File: config.mk
export PLATFORM = sky130hd
export DESIGN_NAME = salc_front
export DESIGN_NICKNAME = d
export VERILOG_FILES = /design/src/sv/salc_pkg.sv /design/src/sv/salc_front.sv
export SDC_FILE = /design/constraint.sdc
export NUM_CORES = 1
export LEC_CHECK = 0
export ABC_AREA = 0
export BUFFER_PORTS_ARGS = -buffer_cell sky130_fd_sc_hd__buf_2
export CORE_AREA = 2 2 123 125
export DETAILED_ROUTE_END_ITERATION = 8
export DIE_AREA = 0 0 125 127
export PLACE_DENSITY_LB_ADDON = 0.05
export SKIP_LAST_GASP = 1
export SLEW_MARGIN = 10
export SYNTH_ARGS = -nofsm -noshare
export SYNTH_HDL_FRONTEND = slang
export SYNTH_SLANG_ARGS = --single-unit
File: constraint.sdc
create_clock -name clk_i -period 3.01 [get_ports clk_i]
set_input_delay 0.1505 -clock clk_i [delete_from_list [all_inputs] [get_ports clk_i]]
set_output_delay 0.1505 -clock clk_i [all_outputs]
set_load 0.03 [all_outputs]
File: src/sv/salc_pkg.sv
package salc_pkg;

  // Default sizes
  localparam int MaxSetsDef    = 64;
  localparam int MaxWaysDef    = 8;
  localparam int AddrWidthDef  = 64;
  localparam int QueueDepthDef = 2;

  // Configuration register widths
  localparam int SetBitsW   = 3;
  localparam int BlockBitsW = 5;
  localparam int WaysW      = 4;
  localparam int CfgDataW   = 5;
  localparam int CfgIdxW    = 2;

  // Raw set field: at most 7 address bits select the set
  localparam int SetRawW = 7;
  localparam int SetRawN = 128;

  localparam int StampW = 32;
  localparam int CntW   = 32;

  localparam logic [SetBitsW-1:0]   SetBitsRst   = 3'd4;
  localparam logic [BlockBitsW-1:0] BlockBitsRst = 5'd4;
  localparam logic [WaysW-1:0]      WaysRst      = 4'd1;

  typedef enum logic [CfgIdxW-1:0] {
    CFG_SET_BITS   = 2'd0,
    CFG_BLOCK_BITS = 2'd1,
    CFG_WAYS       = 2'd2
  } cfg_idx_e;

  typedef enum logic [1:0] {
    CMD_LOAD   = 2'd0,
    CMD_STORE  = 2'd1,
    CMD_MODIFY = 2'd2,
    CMD_RSVD   = 2'd3
  } cmd_e;

  typedef enum logic [1:0] {
    ST_CLEAR = 2'd0,
    ST_IDLE  = 2'd1,
    ST_EVAL  = 2'd2
  } back_state_e;

  typedef struct packed {
    logic [1:0]      hits_now;
    logic            missed;
    logic            evicted;
    logic [CntW-1:0] hit_total;
    logic [CntW-1:0] miss_total;
    logic [CntW-1:0] evict_total;
  } result_t;

endpackage

File: src/sv/salc_front.sv
module salc_front import salc_pkg::*; #(
  parameter int MaxSets   = MaxSetsDef,
  parameter int MaxWays   = MaxWaysDef,
  parameter int AddrWidth = AddrWidthDef,
  localparam int SetW     = (MaxSets > 1) ? $clog2(MaxSets) : 1,
  localparam int WayCntW  = $clog2(MaxWays + 1),
  localparam int ReqW     = 1 + WayCntW + SetW + AddrWidth
) (
  input  logic                 clk_i,
  input  logic                 rst_ni,
  input  logic                 cfg_we_i,
  input  logic [CfgIdxW-1:0]   cfg_idx_i,
  input  logic [CfgDataW-1:0]  cfg_data_i,
  input  logic                 push_i,
  input  logic [1:0]           cmd_i,
  input  logic [AddrWidth-1:0] address_i,
  input  logic                 req_full_i,
  input  logic                 clearing_i,
  output logic                 full_o,
  output logic                 req_push_o,
  output logic [ReqW-1:0]      req_data_o
);

  localparam int MaskW  = SetRawW + 1;
  localparam int ShiftW = BlockBitsW + 1;

  // Reduce a raw set field into the set range
  function automatic logic [SetRawN*SetW-1:0] build_mod_tbl();
    logic [SetRawN*SetW-1:0] tbl;
    int r;
    tbl = '0;
    r   = 0;
    for (int i = 0; i < SetRawN; i++) begin
      tbl[i*SetW +: SetW] = SetW'(r);
      r = (r + 1 == MaxSets) ? 0 : r + 1;
    end
    return tbl;
  endfunction

  localparam logic [SetRawN*SetW-1:0] ModTbl = build_mod_tbl();

  logic [SetBitsW-1:0]   set_bits_q;
  logic [BlockBitsW-1:0] block_bits_q;
  logic [WaysW-1:0]      ways_q;

  logic [AddrWidth-1:0] shifted;
  logic [MaskW-1:0]     set_mask;
  logic [SetRawW-1:0]   set_raw;
  logic [SetW-1:0]      set_idx;
  logic [ShiftW-1:0]    tag_shift;
  logic [AddrWidth-1:0] tag;
  logic [WayCntW-1:0]   ways_eff;
  logic                 modify;

  always_ff @(posedge clk_i or negedge rst_ni) begin
    if (!rst_ni) begin
      set_bits_q   <= SetBitsRst;
      block_bits_q <= BlockBitsRst;
      ways_q       <= WaysRst;
    end else if (cfg_we_i) begin
      unique case (cfg_idx_e'(cfg_idx_i))
        CFG_SET_BITS:   set_bits_q   <= cfg_data_i[SetBitsW-1:0];
        CFG_BLOCK_BITS: block_bits_q <= cfg_data_i[BlockBitsW-1:0];
        CFG_WAYS:       ways_q       <= cfg_data_i[WaysW-1:0];
        default: ;
      endcase
    end
  end

  always_comb begin
    shifted   = address_i >> block_bits_q;
    set_mask  = (MaskW'(1) << set_bits_q) - MaskW'(1);
    set_raw   = shifted[SetRawW-1:0] & set_mask[SetRawW-1:0];
    set_idx   = ModTbl[set_raw * SetW +: SetW];
    tag_shift = ShiftW'(block_bits_q) + ShiftW'(set_bits_q);
    tag       = address_i >> tag_shift;
    if (ways_q == '0) begin
      ways_eff = WayCntW'(1);
    end else if (32'(ways_q) > 32'(MaxWays)) begin
      ways_eff = WayCntW'(MaxWays);
    end else begin
      ways_eff = WayCntW'(ways_q);
    end
    modify = (cmd_e'(cmd_i) == CMD_MODIFY);
  end

  assign full_o     = req_full_i | clearing_i;
  assign req_push_o = push_i & ~full_o;
  assign req_data_o = {modify, ways_eff, set_idx, tag};

endmodule

After elaboration in Yosys (flattened, before gate mapping). Cells that the tools add are included.

Eq/ne operators: 3. Shift-type cells: 4. Bitwise gates (word level): 4. Reductions and logical operators: 5. Mux-type cells: 2. $mul: 1. Div/mod/pow operators: 0. $add $sub $neg: 2. Magnitude comparators: 1.

Operators with widths (number): $shiftx 768x11->6 const A (1); $shr 64x5->7 (1); $shr 64x6->64 (1); $mul 7x2->9 const B (1); $mux 4 (2); $and 7x7->7 (1); $shl 1x3->7 const A (1); $sub 7x2->7 const B (1); $add 5x3->6 (1); $reduce_and 2->1 (3); $eq 2x2->1 const B (2); $gt 4x4->1 const B (1); $logic_not 4->1 (1); $eq 2x1->1 const B (1); $logic_not 2->1 (1); $and 1x1->1 (1); $not 1->1 (1); $or 1x1->1 (1).

Memories: 0. Word-level logic and storage cells: 25. Output and inout port bits: 77. RAM bits: 0. Flip-flop bits (word level): 12. ROM bits: 0. Input port bits: 79. Bits in latches: 0.

Longest topological paths before layout.
Depth after elaboration: 5. Mapped depth: 15. Mapped depth without buffers: 9.

Worst setup path after synthesis. OpenSTA, ideal clock, no wires.

Path type: register to output. Start: reg block_bits_q[1]. End: out req_data_o[7]. Stages on the path, launching flop included: 13. Setup slack: -0.692 ns. Buffers on the path: 6. Required time: 2.859 ns. Arrival: 3.552 ns. Cells stage by stage: dfrtp_1 > buf_2 > buf_2 > buf_2 > inv_1 > fa_1 > buf_6 > buf_6 > buf_4 > mux4_2 > inv_1 > mux4_2 > a221oi_1.

Longest elaborated chain between the ends: 2.

RTL lines: from (decl) (RTL line salc_front.sv:43) `logic [BlockBitsW-1:0] block_bits_q;`; from (signal assigned) (RTL line salc_front.sv:58) `block_bits_q <= BlockBitsRst;`; from (signal assigned) (RTL line salc_front.sv:63) `CFG_BLOCK_BITS: block_bits_q <= cfg_data_i[BlockBitsW-1:0];`; $add 5x3->6 (RTL line salc_front.sv:75) `tag_shift = ShiftW'(block_bits_q) + ShiftW'(set_bits_q);`; $shr 64x6->64 (RTL line salc_front.sv:76) `tag = address_i >> tag_shift;`; to (decl) (RTL line salc_front.sv:21) `output logic [ReqW-1:0] req_data_o`.

No other way between the ends.

Worst setup path in the final report.
Start: reg set_bits_q[0]. End: out req_data_o[23].

Longest elaborated chain between the ends: 2.

RTL lines: from (decl) (RTL line salc_front.sv:42) `logic [SetBitsW-1:0] set_bits_q;`; from (signal assigned) (RTL line salc_front.sv:57) `set_bits_q <= SetBitsRst;`; from (signal assigned) (RTL line salc_front.sv:62) `CFG_SET_BITS: set_bits_q <= cfg_data_i[SetBitsW-1:0];`; $add 5x3->6 (RTL line salc_front.sv:75); $shr 64x6->64 (RTL line salc_front.sv:76).

No other way between the ends.

==> flow_summary.toml <==
[placed_design]
dp.cells = 1131
portBuffers = 155
gp_congestion = 1.01
placed_cell_area_um2 = 8620
dp_hpwl_um = 22100

[hold_path]
hp-class = "in2reg"
hold_path_end = "block_bits_q[4]$_DFFE_PN0P_"
hold_start = "cfg_data_i[4]"
whs_path_depth = 2

[setup_path]
reg2reg_slack_ps = 1850
r2r_cells = 3
crit_fanout = 7
required_ps = 2860
crit_path_start_kind = "register"
cp-end-kind = "output port"
reg2reg_from = "block_bits_q[0]$_DFFE_PN0P_"
arrival_ps = 3550
critical_path_class = "reg2out"
r2r_end = "block_bits_q[0]$_DFFE_PN0P_"

[routing]
final_antenna_net_count = 0
drt_iter0_drc = 759
wl_per_cell_um = 24.1
first_pass_iters = 5
vias = 7508
viasPerCell = 6.47
remaining_drc_errors = 0
drt-total-wl_um = 28000

[global_route]
grtUsageTotal_pct = 33.5
grt_pass1_vias = 7185
antenna_found_initial = 0
grt_max_degree = 37
grt_pass1_wl_um = 42200
grt_overflow = 0

[clock_tree]
numCtsBuffers = 3
clk_latency_ps = 240
clkSinkCount = 12
clockBufferDepth = 2
cts_htree_levels = 1
clkSlewWorstSetupHoldPaths_ps = 40
cts_tree = "yes"
cts_root_buf = "clkbuf_16"

[logic_synthesis]
synth_edf_count = 0
netlist_area_um2 = 6420
synth_area_leaders = "mux4_2, mux2_2, mux2i_1"
ys_seq_area_share_pct = 4.73
synth.avg_cell_area_um2 = 9.14
synth.distinct_cells = 66
syn_inst = 703
synth-seq-cells = 12
async_flop_share_pct = 100
syn_nets = 787
yosysTopAreaCell = "mux4_2"
yosys_warnings = 0
ys.flop_type = "dfrtp_1"
synth.top_cell.area_share_pct = 31.2

[floorplan]
dieArea_um2 = 15900
start_util_pct = 44.5
die_h_um = 127
fp.coreArea_um2 = 14400
num_rows = 44
die_w_um = 125
pin_count = 156

[cells_and_area]
drive_above_1_share_pct = 68.1
nets = 1061
final_area_um2 = 10000
synthToLayoutAreaGrowth_pct = 55.9
instances_no_fill = 1160
antennaDiodeCount = 0

[sta]
fin_worst_skew_ps = 0
worst_pin_slew_ps = 585
rsz0062_at_grt = "yes"
hold_viol = 0
slew_headroom_pct = 60.9
finalCritPeriodShare_pct = 123
drv_slew = 0
max_freq_mhz = 270
setup_violations = 64
worst_slack_ps = -692
tns_ps = -33110
min_period_ps = 3700

[status]
outcome = "complete, but fails checks"
violations = "setup timing"

[flow_run]
cap_violations = 0
==> repair_timing <==
item	CTS	global route
pin swaps	38	56
endpoints found under the setup margin	65	65
resized for setup	147	131
hold buffers	1	0
cloned	3	1
hold endpoints to repair	9	0
buffers inserted	9	13
==> per-stage QoR <==
stage | hold WS (ps) | utilization (%) | setup WS (ps)
4_1_cts | 141 | 65.3 | -644
3_3_place_gp | 30.1 | 59.8 | -491
2_1_floorplan | -145 | - | -93.0
3_5_place_dp | 44.2 | 59.8 | -557
6_report | 145 | 69.5 | -692
5_1_grt | 144 | 69.5 | -745
==> flip-flops by register name (all words and copies together) (netlist names) <==
signal / flops
ways_q: 4
set_bits_q: 3
block_bits_q: 5
==> cell families after synthesis <==
kind of cell / share of synthesized area (%)
AO/OA/AOI/OAI: 19.1
XOR/XNOR: 0.915
adder cells (fa/ha/maj): 1.09
buffers and inverters: 8.43
flip-flops: 4.73
multiplexers: 51.1
AND/OR/NAND/NOR: 14.7
==> cell usage in the layout (no fill, tap or decap), types with 8 or more instances in the layout <==
master,count
nand3_1,17
mux2i_2,13
buf_6,51
inv_1,8
o211ai_1,23
buf_12,12
nand2_2,14
buf_2,110
o21ai_0,13
dfrtp_1,8
a21oi_2,24
nand2_1,67
a21oi_1,11
mux2i_1,34
mux4_2,95
buf_4,167
mux2_2,34
nor2_1,45
o21ai_2,14
mux2_4,16
==> worst max-delay path: stages (launching register included) <==
cell and delay [ps]:
dfrtp_1 390, ha_4 150, inv_2 40, fa_4 870, buf_12 180, mux2_4 320, mux4_2 530, o211ai_1 250
o21a_1 260, buf_6 130, o22ai_4 50, buf_6 130
==> how the worst max path moves through the flow <==
stage	startpoint	endpoint	slack, ps
6_report	set_bits_q[0]$_DFFE_PN0P_	req_data_o[23]	-690
3_5_place_dp	set_bits_q[0]$_DFFE_PN0P_	req_data_o[5]	-560
2_1_floorplan	block_bits_q[1]$_DFFE_PN0P_	req_data_o[4]	-90
4_1_cts	set_bits_q[0]$_DFFE_PN0P_	req_data_o[23]	-640
5_1_grt	set_bits_q[1]$_DFFE_PN0P_	req_data_o[13]	-750
3_3_place_gp	set_bits_q[0]$_DFFE_PN0P_	req_data_o[31]	-490
==> layout make-up <==
| cell class | instances | area [um^2] |
|---|---|---|
| Fill cell | 1137 | 4410 |
| Sequential cell | 12 | 305 |
| Clock buffer | 4 | 88.8 |
| Inverter | 11 | 41.3 |
| Multi-Input combinational cell | 603 | 6600 |
| Tap cell | 184 | 230 |
| Timing Repair Buffer | 346 | 2750 |
==> synthesized netlist by cell type, drive strengths merged (2+ instances only) <==
cell type / number
nand2: 86
buf: 57
o22ai: 7
a22oi: 6
a311o: 2
a211oi: 13
dfstp: 3
a211o: 5
nand3b: 3
nand3: 22
inv: 11
mux2: 50
o31ai: 3
a31oi: 11
o21ai: 36
nor2: 58
xnor2: 2
and2: 6
o2111ai: 2
xor2: 3
a2bb2oi: 2
nand4: 4
and3: 8
nor3: 17
ha: 4
a221oi: 4
a22o: 4
a21oi: 42
mux2i: 53
nor2b: 5
a32oi: 2
o211a: 2
clkbuf: 20
dfrtp: 9
o221ai: 2
or3: 3
mux4: 96
o21a: 5
o211ai: 24
==> routing by layer <==
layer	part of all wire [%]	track usage [%]
met1	43	48.1
met4	1.8	6.27
met2	46	52.9
met5	0	0
met3	9.1	7.58
Power is left out: the tool's default activity adds up to more than one toggle a clock period on the data nets, which glitch-free logic cannot reach.
