## config.mk

```make
export PLATFORM = sky130hd
export DESIGN_NAME = salc_fifo
export DESIGN_NICKNAME = d
export VERILOG_FILES = /design/src/sv/salc_pkg.sv /design/src/sv/salc_fifo.sv
export SDC_FILE = /design/constraint.sdc
export NUM_CORES = 1
export LEC_CHECK = 0
export BUFFER_PORTS_ARGS = -buffer_cell sky130_fd_sc_hd__buf_2
export CAP_MARGIN = 5
export CORE_AREA = 2 2 39 41
export DETAILED_ROUTE_END_ITERATION = 7
export DIE_AREA = 0 0 41 43
export GPL_ROUTABILITY_DRIVEN = 0
export GPL_TIMING_DRIVEN = 0
export HOLD_SLACK_MARGIN = 0.15
export SLEW_MARGIN = 0
export SYNTH_ARGS = -nofsm -noshare
export SYNTH_HDL_FRONTEND = slang
export SYNTH_SLANG_ARGS = --single-unit
```

## constraint.sdc

```tcl
create_clock -name clk_i -period 1.51 [get_ports clk_i]
set_input_delay 0.0755 -clock clk_i [delete_from_list [all_inputs] [get_ports clk_i]]
set_output_delay 0.0755 -clock clk_i [all_outputs]
set_load 0.1 [all_outputs]
```

## src/sv/salc_pkg.sv

```systemverilog
package salc_pkg;

  // Default sizes
  localparam int MaxSetsDef    = 64;
  localparam int MaxWaysDef    = 8;
  localparam int AddrWidthDef  = 64;
  localparam int QueueDepthDef = 2;

  // Configuration register widths
  localparam int SetBitsW   = 3;
  localparam int BlockBitsW = 5;
  localparam int WaysW      = 4;
  localparam int CfgDataW   = 5;
  localparam int CfgIdxW    = 2;

  // Raw set field: at most 7 address bits select the set
  localparam int SetRawW = 7;
  localparam int SetRawN = 128;

  localparam int StampW = 32;
  localparam int CntW   = 32;

  localparam logic [SetBitsW-1:0]   SetBitsRst   = 3'd4;
  localparam logic [BlockBitsW-1:0] BlockBitsRst = 5'd4;
  localparam logic [WaysW-1:0]      WaysRst      = 4'd1;

  typedef enum logic [CfgIdxW-1:0] {
    CFG_SET_BITS   = 2'd0,
    CFG_BLOCK_BITS = 2'd1,
    CFG_WAYS       = 2'd2
  } cfg_idx_e;

  typedef enum logic [1:0] {
    CMD_LOAD   = 2'd0,
    CMD_STORE  = 2'd1,
    CMD_MODIFY = 2'd2,
    CMD_RSVD   = 2'd3
  } cmd_e;

  typedef enum logic [1:0] {
    ST_CLEAR = 2'd0,
    ST_IDLE  = 2'd1,
    ST_EVAL  = 2'd2
  } back_state_e;

  typedef struct packed {
    logic [1:0]      hits_now;
    logic            missed;
    logic            evicted;
    logic [CntW-1:0] hit_total;
    logic [CntW-1:0] miss_total;
    logic [CntW-1:0] evict_total;
  } result_t;

endpackage

```

## src/sv/salc_fifo.sv

```systemverilog
module salc_fifo import salc_pkg::*; #(
  parameter int Width  = 1,
  parameter int Depth  = QueueDepthDef,
  localparam int PtrW  = (Depth > 1) ? $clog2(Depth) : 1,
  localparam int CountW = $clog2(Depth + 1)
) (
  input  logic             clk_i,
  input  logic             rst_ni,
  input  logic             push_i,
  input  logic [Width-1:0] data_i,
  output logic             full_o,
  input  logic             pop_i,
  output logic [Width-1:0] data_o,
  output logic             empty_o
);

  logic [Width-1:0]  store_q [Depth];
  logic [PtrW-1:0]   wr_ptr_q, wr_ptr_d;
  logic [PtrW-1:0]   rd_ptr_q, rd_ptr_d;
  logic [CountW-1:0] count_q, count_d;
  logic              push_ok, pop_ok;

  assign full_o  = (count_q == CountW'(Depth));
  assign empty_o = (count_q == '0);
  assign push_ok = push_i & ~full_o;
  assign pop_ok  = pop_i & ~empty_o;
  assign data_o  = store_q[rd_ptr_q];

  always_comb begin
    wr_ptr_d = wr_ptr_q;
    rd_ptr_d = rd_ptr_q;
    count_d  = count_q;
    if (push_ok) begin
      wr_ptr_d = (wr_ptr_q == PtrW'(Depth - 1)) ? '0 : wr_ptr_q + PtrW'(1);
    end
    if (pop_ok) begin
      rd_ptr_d = (rd_ptr_q == PtrW'(Depth - 1)) ? '0 : rd_ptr_q + PtrW'(1);
    end
    if (push_ok && !pop_ok) begin
      count_d = count_q + CountW'(1);
    end else if (pop_ok && !push_ok) begin
      count_d = count_q - CountW'(1);
    end
  end

  always_ff @(posedge clk_i or negedge rst_ni) begin
    if (!rst_ni) begin
      wr_ptr_q <= '0;
      rd_ptr_q <= '0;
      count_q  <= '0;
    end else begin
      wr_ptr_q <= wr_ptr_d;
      rd_ptr_q <= rd_ptr_d;
      count_q  <= count_d;
    end
  end

  always_ff @(posedge clk_i) begin
    if (push_ok) begin
      store_q[wr_ptr_q] <= data_i;
    end
  end

endmodule

```

=== After elaboration in Yosys (flattened, before gate mapping) ===
Memory sizes are Yosys's and may differ from the RTL's.
Cells that the tools add are included.

* Logic and storage cells: 25
* Memory bits (writable): 2
* Output and inout port bits: 3
* Memories kept: 1
* Input bits: 5
* Flip-flop bits (word level): 4

* Add/subtract/negate cells: 4
* Equality and inequality tests: 1
* Muxes and demuxes: 6
* Reductions and logical operators: 6
* Bitwise logic cells: 4

{| class="wikitable"
|+ Memories
! name !! words !! width !! rd ports !! clocked after Yosys merged registers in !! write ports !! RTL line !! RTL
|-
| store_q || 2 || 1 || 1 || 0 || 1 || salc_fifo.sv:17 || <nowiki>logic [Width-1:0] store_q [Depth];</nowiki>
|}

{| class="wikitable"
|+ Operator list
! kind !! count
|-
| 2-to-1 mux 1 bit || 4
|-
| 2-to-1 mux 2 bit || 2
|-
| adder 1 bit, second input constant || 2
|-
| adder 2 x 1 -> 2 bit, second input constant || 1
|-
| bitwise AND 1 bit || 2
|-
| == test 2 bit, second input constant || 1
|-
| logical AND 1 bit || 2
|-
| logical NOT 1 bit || 2
|-
| logical NOT 2 bit || 1
|-
| inverter 1 bit || 2
|-
| nonzero test 2 bit || 1
|-
| subtractor 2 x 1 -> 2 bit, second input constant || 1
|}

=== Depth between registers and ports, before layout ===
* Word-level depth: 7
* Depth in mapped cells: 7
* Gate-level depth less buffers: 7

=== Worst setup path after synthesis ===
No wires, ideal clock.

* Path kind: reg2out
* From: register count_q[0]
* To: output port empty_o
* Required time: 1.434 ns
* Arrival time: 1.673 ns
* Stages on the path, launching flop included: 2
* Slack: -0.239 ns
* Path buffers: 0
* Cell sequence: dfrtp_1 -> nor2_1

* Word-level cells in the longest chain between the ends: 1

{| class="wikitable"
|+ Ends and longest elaborated chain
! what !! RTL line !! RTL
|-
| start, declared || salc_fifo.sv:20 || <nowiki>logic [CountW-1:0] count_q, count_d;</nowiki>
|-
| start signal, assigned || salc_fifo.sv:54 || <nowiki>count_q <= count_d;</nowiki>
|-
| logical NOT 2 bit || salc_fifo.sv:24 || <nowiki>assign empty_o = (count_q == '0);</nowiki>
|-
| end, declared || salc_fifo.sv:14 || <nowiki>output logic empty_o</nowiki>
|}

No other way between the ends.

=== Worst setup path after layout ===
* From: register count_q[0]
* To: register count_q[1]

* Word-level cells in the longest chain between the ends: 6
* Elaborated cells on any way between the ends: 15
* Classes of those cells: add/sub (2); eq/ne (1); mux (2); bitwise (4); reduce/logical (6)

{| class="wikitable"
|+ Ends and longest elaborated chain
! what !! RTL line
|-
| == test 2 bit / logical NOT 2 bit (equally long branches) || salc_fifo.sv:23, salc_fifo.sv:24
|-
| inverter 1 bit (on tied branches) || salc_fifo.sv:25, salc_fifo.sv:26
|-
| bitwise AND 1 bit (on tied branches) || salc_fifo.sv:25, salc_fifo.sv:26
|-
| logical NOT 1 bit (on tied branches) || salc_fifo.sv:41, salc_fifo.sv:39
|-
| logical AND 1 bit (on tied branches) || salc_fifo.sv:41, salc_fifo.sv:39
|-
| nonzero test 2 bit (no line) / 2-to-1 mux 2 bit (equally long branches) || n/a
|}

Several ways; a longest one is shown, not always the timed one. The select of a mux whose other input is x is not followed.
A chain may end at the register's enable or synchronous reset.

==> impl_summary.md <==
Status
The flow ran to the end, and the final reports show no timing, DRC or antenna violations.

Clocking
Clock tree synthesis inserted a total of 3 buffers. The tree built by TritonCTS fans out to 6 sinks. The clock transition at the registers of the reported paths is 0.05 ns.

TritonCTS built the clock tree. The maximum buffer depth of the clock tree is 2. The later-pin clock latency in the skew report is 0.24 ns.

The cell sitting at the root of the clock tree is a sky130_fd_sc_hd__clkbuf_4. CTS built an H-tree with a depth of 1.

Synthesis
The mean cell area of the mapped netlist is 12.2 µm². Counting flops and latches in the post-synthesis netlist gives 6. After synthesis, the largest area contributor takes up 37.4% of total cell area.

Synthesis instantiated 12 different standard cells from the library. In the synthesized netlist, the number of instances is 22. The mapped cell area is 268 µm². Yosys attributes the largest share of cell area to sky130_fd_sc_hd__dfrtp_1 (37%), sky130_fd_sc_hd__edfxtp_1 (22%), sky130_fd_sc_hd__xnor2_1 (9.8%). The post-synthesis cell type with the largest combined area is sky130_fd_sc_hd__dfrtp_1.

Yosys printed 0 warnings. Of the synthesized area, sequential elements account for 59.8%. The net count after synthesis is 28.

Floorplanning
The die is 41 µm wide. The number of top-level pins is 8. The core footprint is 0.00138 mm².

The area of the die is 0.00176 mm². After floorplanning, the core was divided into 14 placement rows. The chip height is 43 µm. The initial standard-cell utilization of the core is 19.3%.

Routing
Dividing the detail-routed wire length by the instance count gives 8.75 µm. The final route contains 192 vias. Once detail routing completed, the nets flagged for antenna violations numbered 0. In the routed layout, each cell is associated on average with a via count of 3.69.

The initial detailed-routing violation count is 2. The total DRC errors in the routed layout is 0. After detailed routing, the total wire length is 455 µm. Before antenna repair, the detailed router went through 2 iterations.

Final layout
The layout overhead on the synthesized area is 46.7%. Once layout is done, the placed cells without fillers occupy 393 µm². The count of cells in the finished layout, fillers not included, comes to 52. The filler cell count in the final layout is 153.

The final net count is 43. The fraction of layout cells with a size suffix above 1 is 41.7%. The final antenna diode count is 0.

Placement
Detailed placement finished with a half-perimeter wire length of 352 µm. The total cell area at the placement stage is 325 µm². The total placed cells including tap cells is 45. The count of buffers added on input and output ports is 7.

STA
The worst path uses 92.8% of the clock period. The total count of hold-check failures in the final report came to 0. Headroom to the max-slew limit came out at 67.9%. The slew of the pin with the lowest slew margin is 0.485 ns. The setup violation total in the final timing report is 0.

The number of pins with negative max-slew slack in the final report is 0. The clock skew after layout is 0.00212 ns. The post-layout minimum cycle time is 1.40 ns. Based on the critical path, the design can be clocked at up to 0.714 GHz.

Worst setup path
The endpoint identified for the worst register-to-register timing path is count_q[1]. In this run the worst path has a maximum fanout of 5. The signal on the critical path passes through nand2b_4 -> nand2_2 -> inv_1 -> ha_1 -> xor2_1 -> nor2_1 -> xor2_1.

Data on the critical path is required at its endpoint by 1.67 ns. On the worst path, the slowest cell contributes a delay of 0.44 ns. Grouping stages by cell kind, the critical path spends the most delay in flip-flops. The most common cell type on the critical path is sky130_fd_sc_hd__xor2_1. On the critical path, the stage with the largest delay is an instance of sky130_fd_sc_hd__dfrtp_2.

The category of the critical setup timing path is reg -> reg. Measured in cells, the most critical reg-to-reg path has a length of 7. The worst setup path is captured at a flop. Setup slack on the worst reg-to-reg path comes out at 0.11 ns.

The critical path runs through a total of 7 cells. The number of buffers and inverters on the critical path is 1. STA classifies the critical path startpoint as a flop. The critical path data arrival time is 1.56 ns. The reg-to-reg startpoint is count_q[0].

Global routing
The overall overflow remaining after global route is 0. met2 is the most crowded layer. The number of global-route vias before repair came to 202.

Global routing used 1.57% of the available met3 tracks. The global-route wire length before repair is 648 µm. Global routing used 9.06% of the available met2 tracks. For met1 alone, demand over resource in global routing was 4.84%. The total global routing track utilization is 5.63%.

The maximum number of pins on one net before global-route repair is 6. The initial antenna violation count is 0.

Min path
The path class of the tightest hold or removal check is in -> async.

Job
Across the run, the number of max-cap violations was 0.
## worst reg2reg max path: stages, from the launching register on
cell and delay, ns:
sky130_fd_sc_hd__dfrtp_2 0.44, sky130_fd_sc_hd__nand2b_4 0.17, sky130_fd_sc_hd__nand2_2 0.09, sky130_fd_sc_hd__inv_1 0.04, sky130_fd_sc_hd__ha_1 0.17, sky130_fd_sc_hd__xor2_1 0.14
sky130_fd_sc_hd__nor2_1 0.13, sky130_fd_sc_hd__xor2_1 0.14
## routing by layer
layer	vias up	share of wire, %
li1	100	-
met1	87	47
met2	5	50
met3	0	3.5
met4	0	0
met5	-	0
## logic make-up (layout without fill, tap and decap cells)
logic type	after synthesis	in the layout	share of synthesized area [%]
buf+inv	2	16	2.80
mux	1	1	4.21
flops	6	6	59.8
xor+xnor	5	5	16.4
compound gates	1	1	1.87
fa+ha+maj	1	1	4.67
simple gates	6	6	10.3
## cell usage after synthesis
master and number:
sky130_fd_sc_hd__xor2_1 2, sky130_fd_sc_hd__ha_1 1, sky130_fd_sc_hd__nand2b_1 1, sky130_fd_sc_hd__inv_1 2, sky130_fd_sc_hd__nand2_1 1, sky130_fd_sc_hd__mux2_2 1, sky130_fd_sc_hd__o21ai_1 1, sky130_fd_sc_hd__edfxtp_1 2
sky130_fd_sc_hd__and3_1 1, sky130_fd_sc_hd__dfrtp_1 4, sky130_fd_sc_hd__xnor2_1 3, sky130_fd_sc_hd__nor2_1 3
## flip-flops by register name (all words and copies together), names as in the netlist
name,flops
count_q,2
store_q,2
rd_ptr_q,1
wr_ptr_q,1
## metrics by stage
stage                     hold WS, ns  TNS (ns)  utilization, %  setup slack (ns)
final                           0.166         0            28.4             0.109
after global routing            0.174  -0.00724            28.4          -0.00724
after CTS                       0.151         0            26.9            0.0226
after detailed placement       -0.114         0            23.5            0.0347
after global placement         -0.116         0            23.5            0.0270
after floorplan                -0.220         0               -             0.137
## worst max path at each step
stage          slack [ns]        from    endpoint
2_1_floorplan        0.14  count_q[0]  count_q[1]
3_3_place_gp         0.03  count_q[0]  count_q[1]
3_5_place_dp         0.03  count_q[0]  count_q[1]
4_1_cts              0.02  count_q[0]  count_q[1]
5_1_grt            -0.007  count_q[0]  count_q[1]
6_report             0.11  count_q[0]  count_q[1]
## layout make-up
class / count / area (µm²) / share of cell area [%]
clock buffers: 4 / 26.3 / 6.69
inverters: 2 / 7.51 / 1.91
flip-flops and latches: 6 / 161 / 41.1
well taps: 16 / 20.0 / 5.10
repair buffers: 10 / 65.1 / 16.6
multi-input cells: 14 / 113 / 28.7
## layout by cell type (no fill, tap or decap)
master                          n
sky130_fd_sc_hd__dlygate4sd3_1  3
sky130_fd_sc_hd__inv_1          2
sky130_fd_sc_hd__o21ai_1        1
sky130_fd_sc_hd__nand2b_4       1
sky130_fd_sc_hd__and3_1         1
sky130_fd_sc_hd__mux2_2         1
sky130_fd_sc_hd__nor2_2         1
sky130_fd_sc_hd__buf_2          7
sky130_fd_sc_hd__nand2_2        1
sky130_fd_sc_hd__xor2_1         2
sky130_fd_sc_hd__dfrtp_2        1
sky130_fd_sc_hd__edfxtp_1       2
sky130_fd_sc_hd__clkbuf_4       3
sky130_fd_sc_hd__clkbuf_1       1
sky130_fd_sc_hd__dfrtp_1        3
sky130_fd_sc_hd__nor2_1         2
sky130_fd_sc_hd__xnor2_1        3
sky130_fd_sc_hd__ha_1           1
## what timing repair did
item	CTS	global route
endpoints found under the setup margin	0	1
setup buffers	0	0
hold buffers	2	1
endpoints found under the hold margin	6	1
resized for setup	0	3
Power is not shown: default switching activity piles up to over one toggle a cycle in this logic, so the estimate is an artifact.
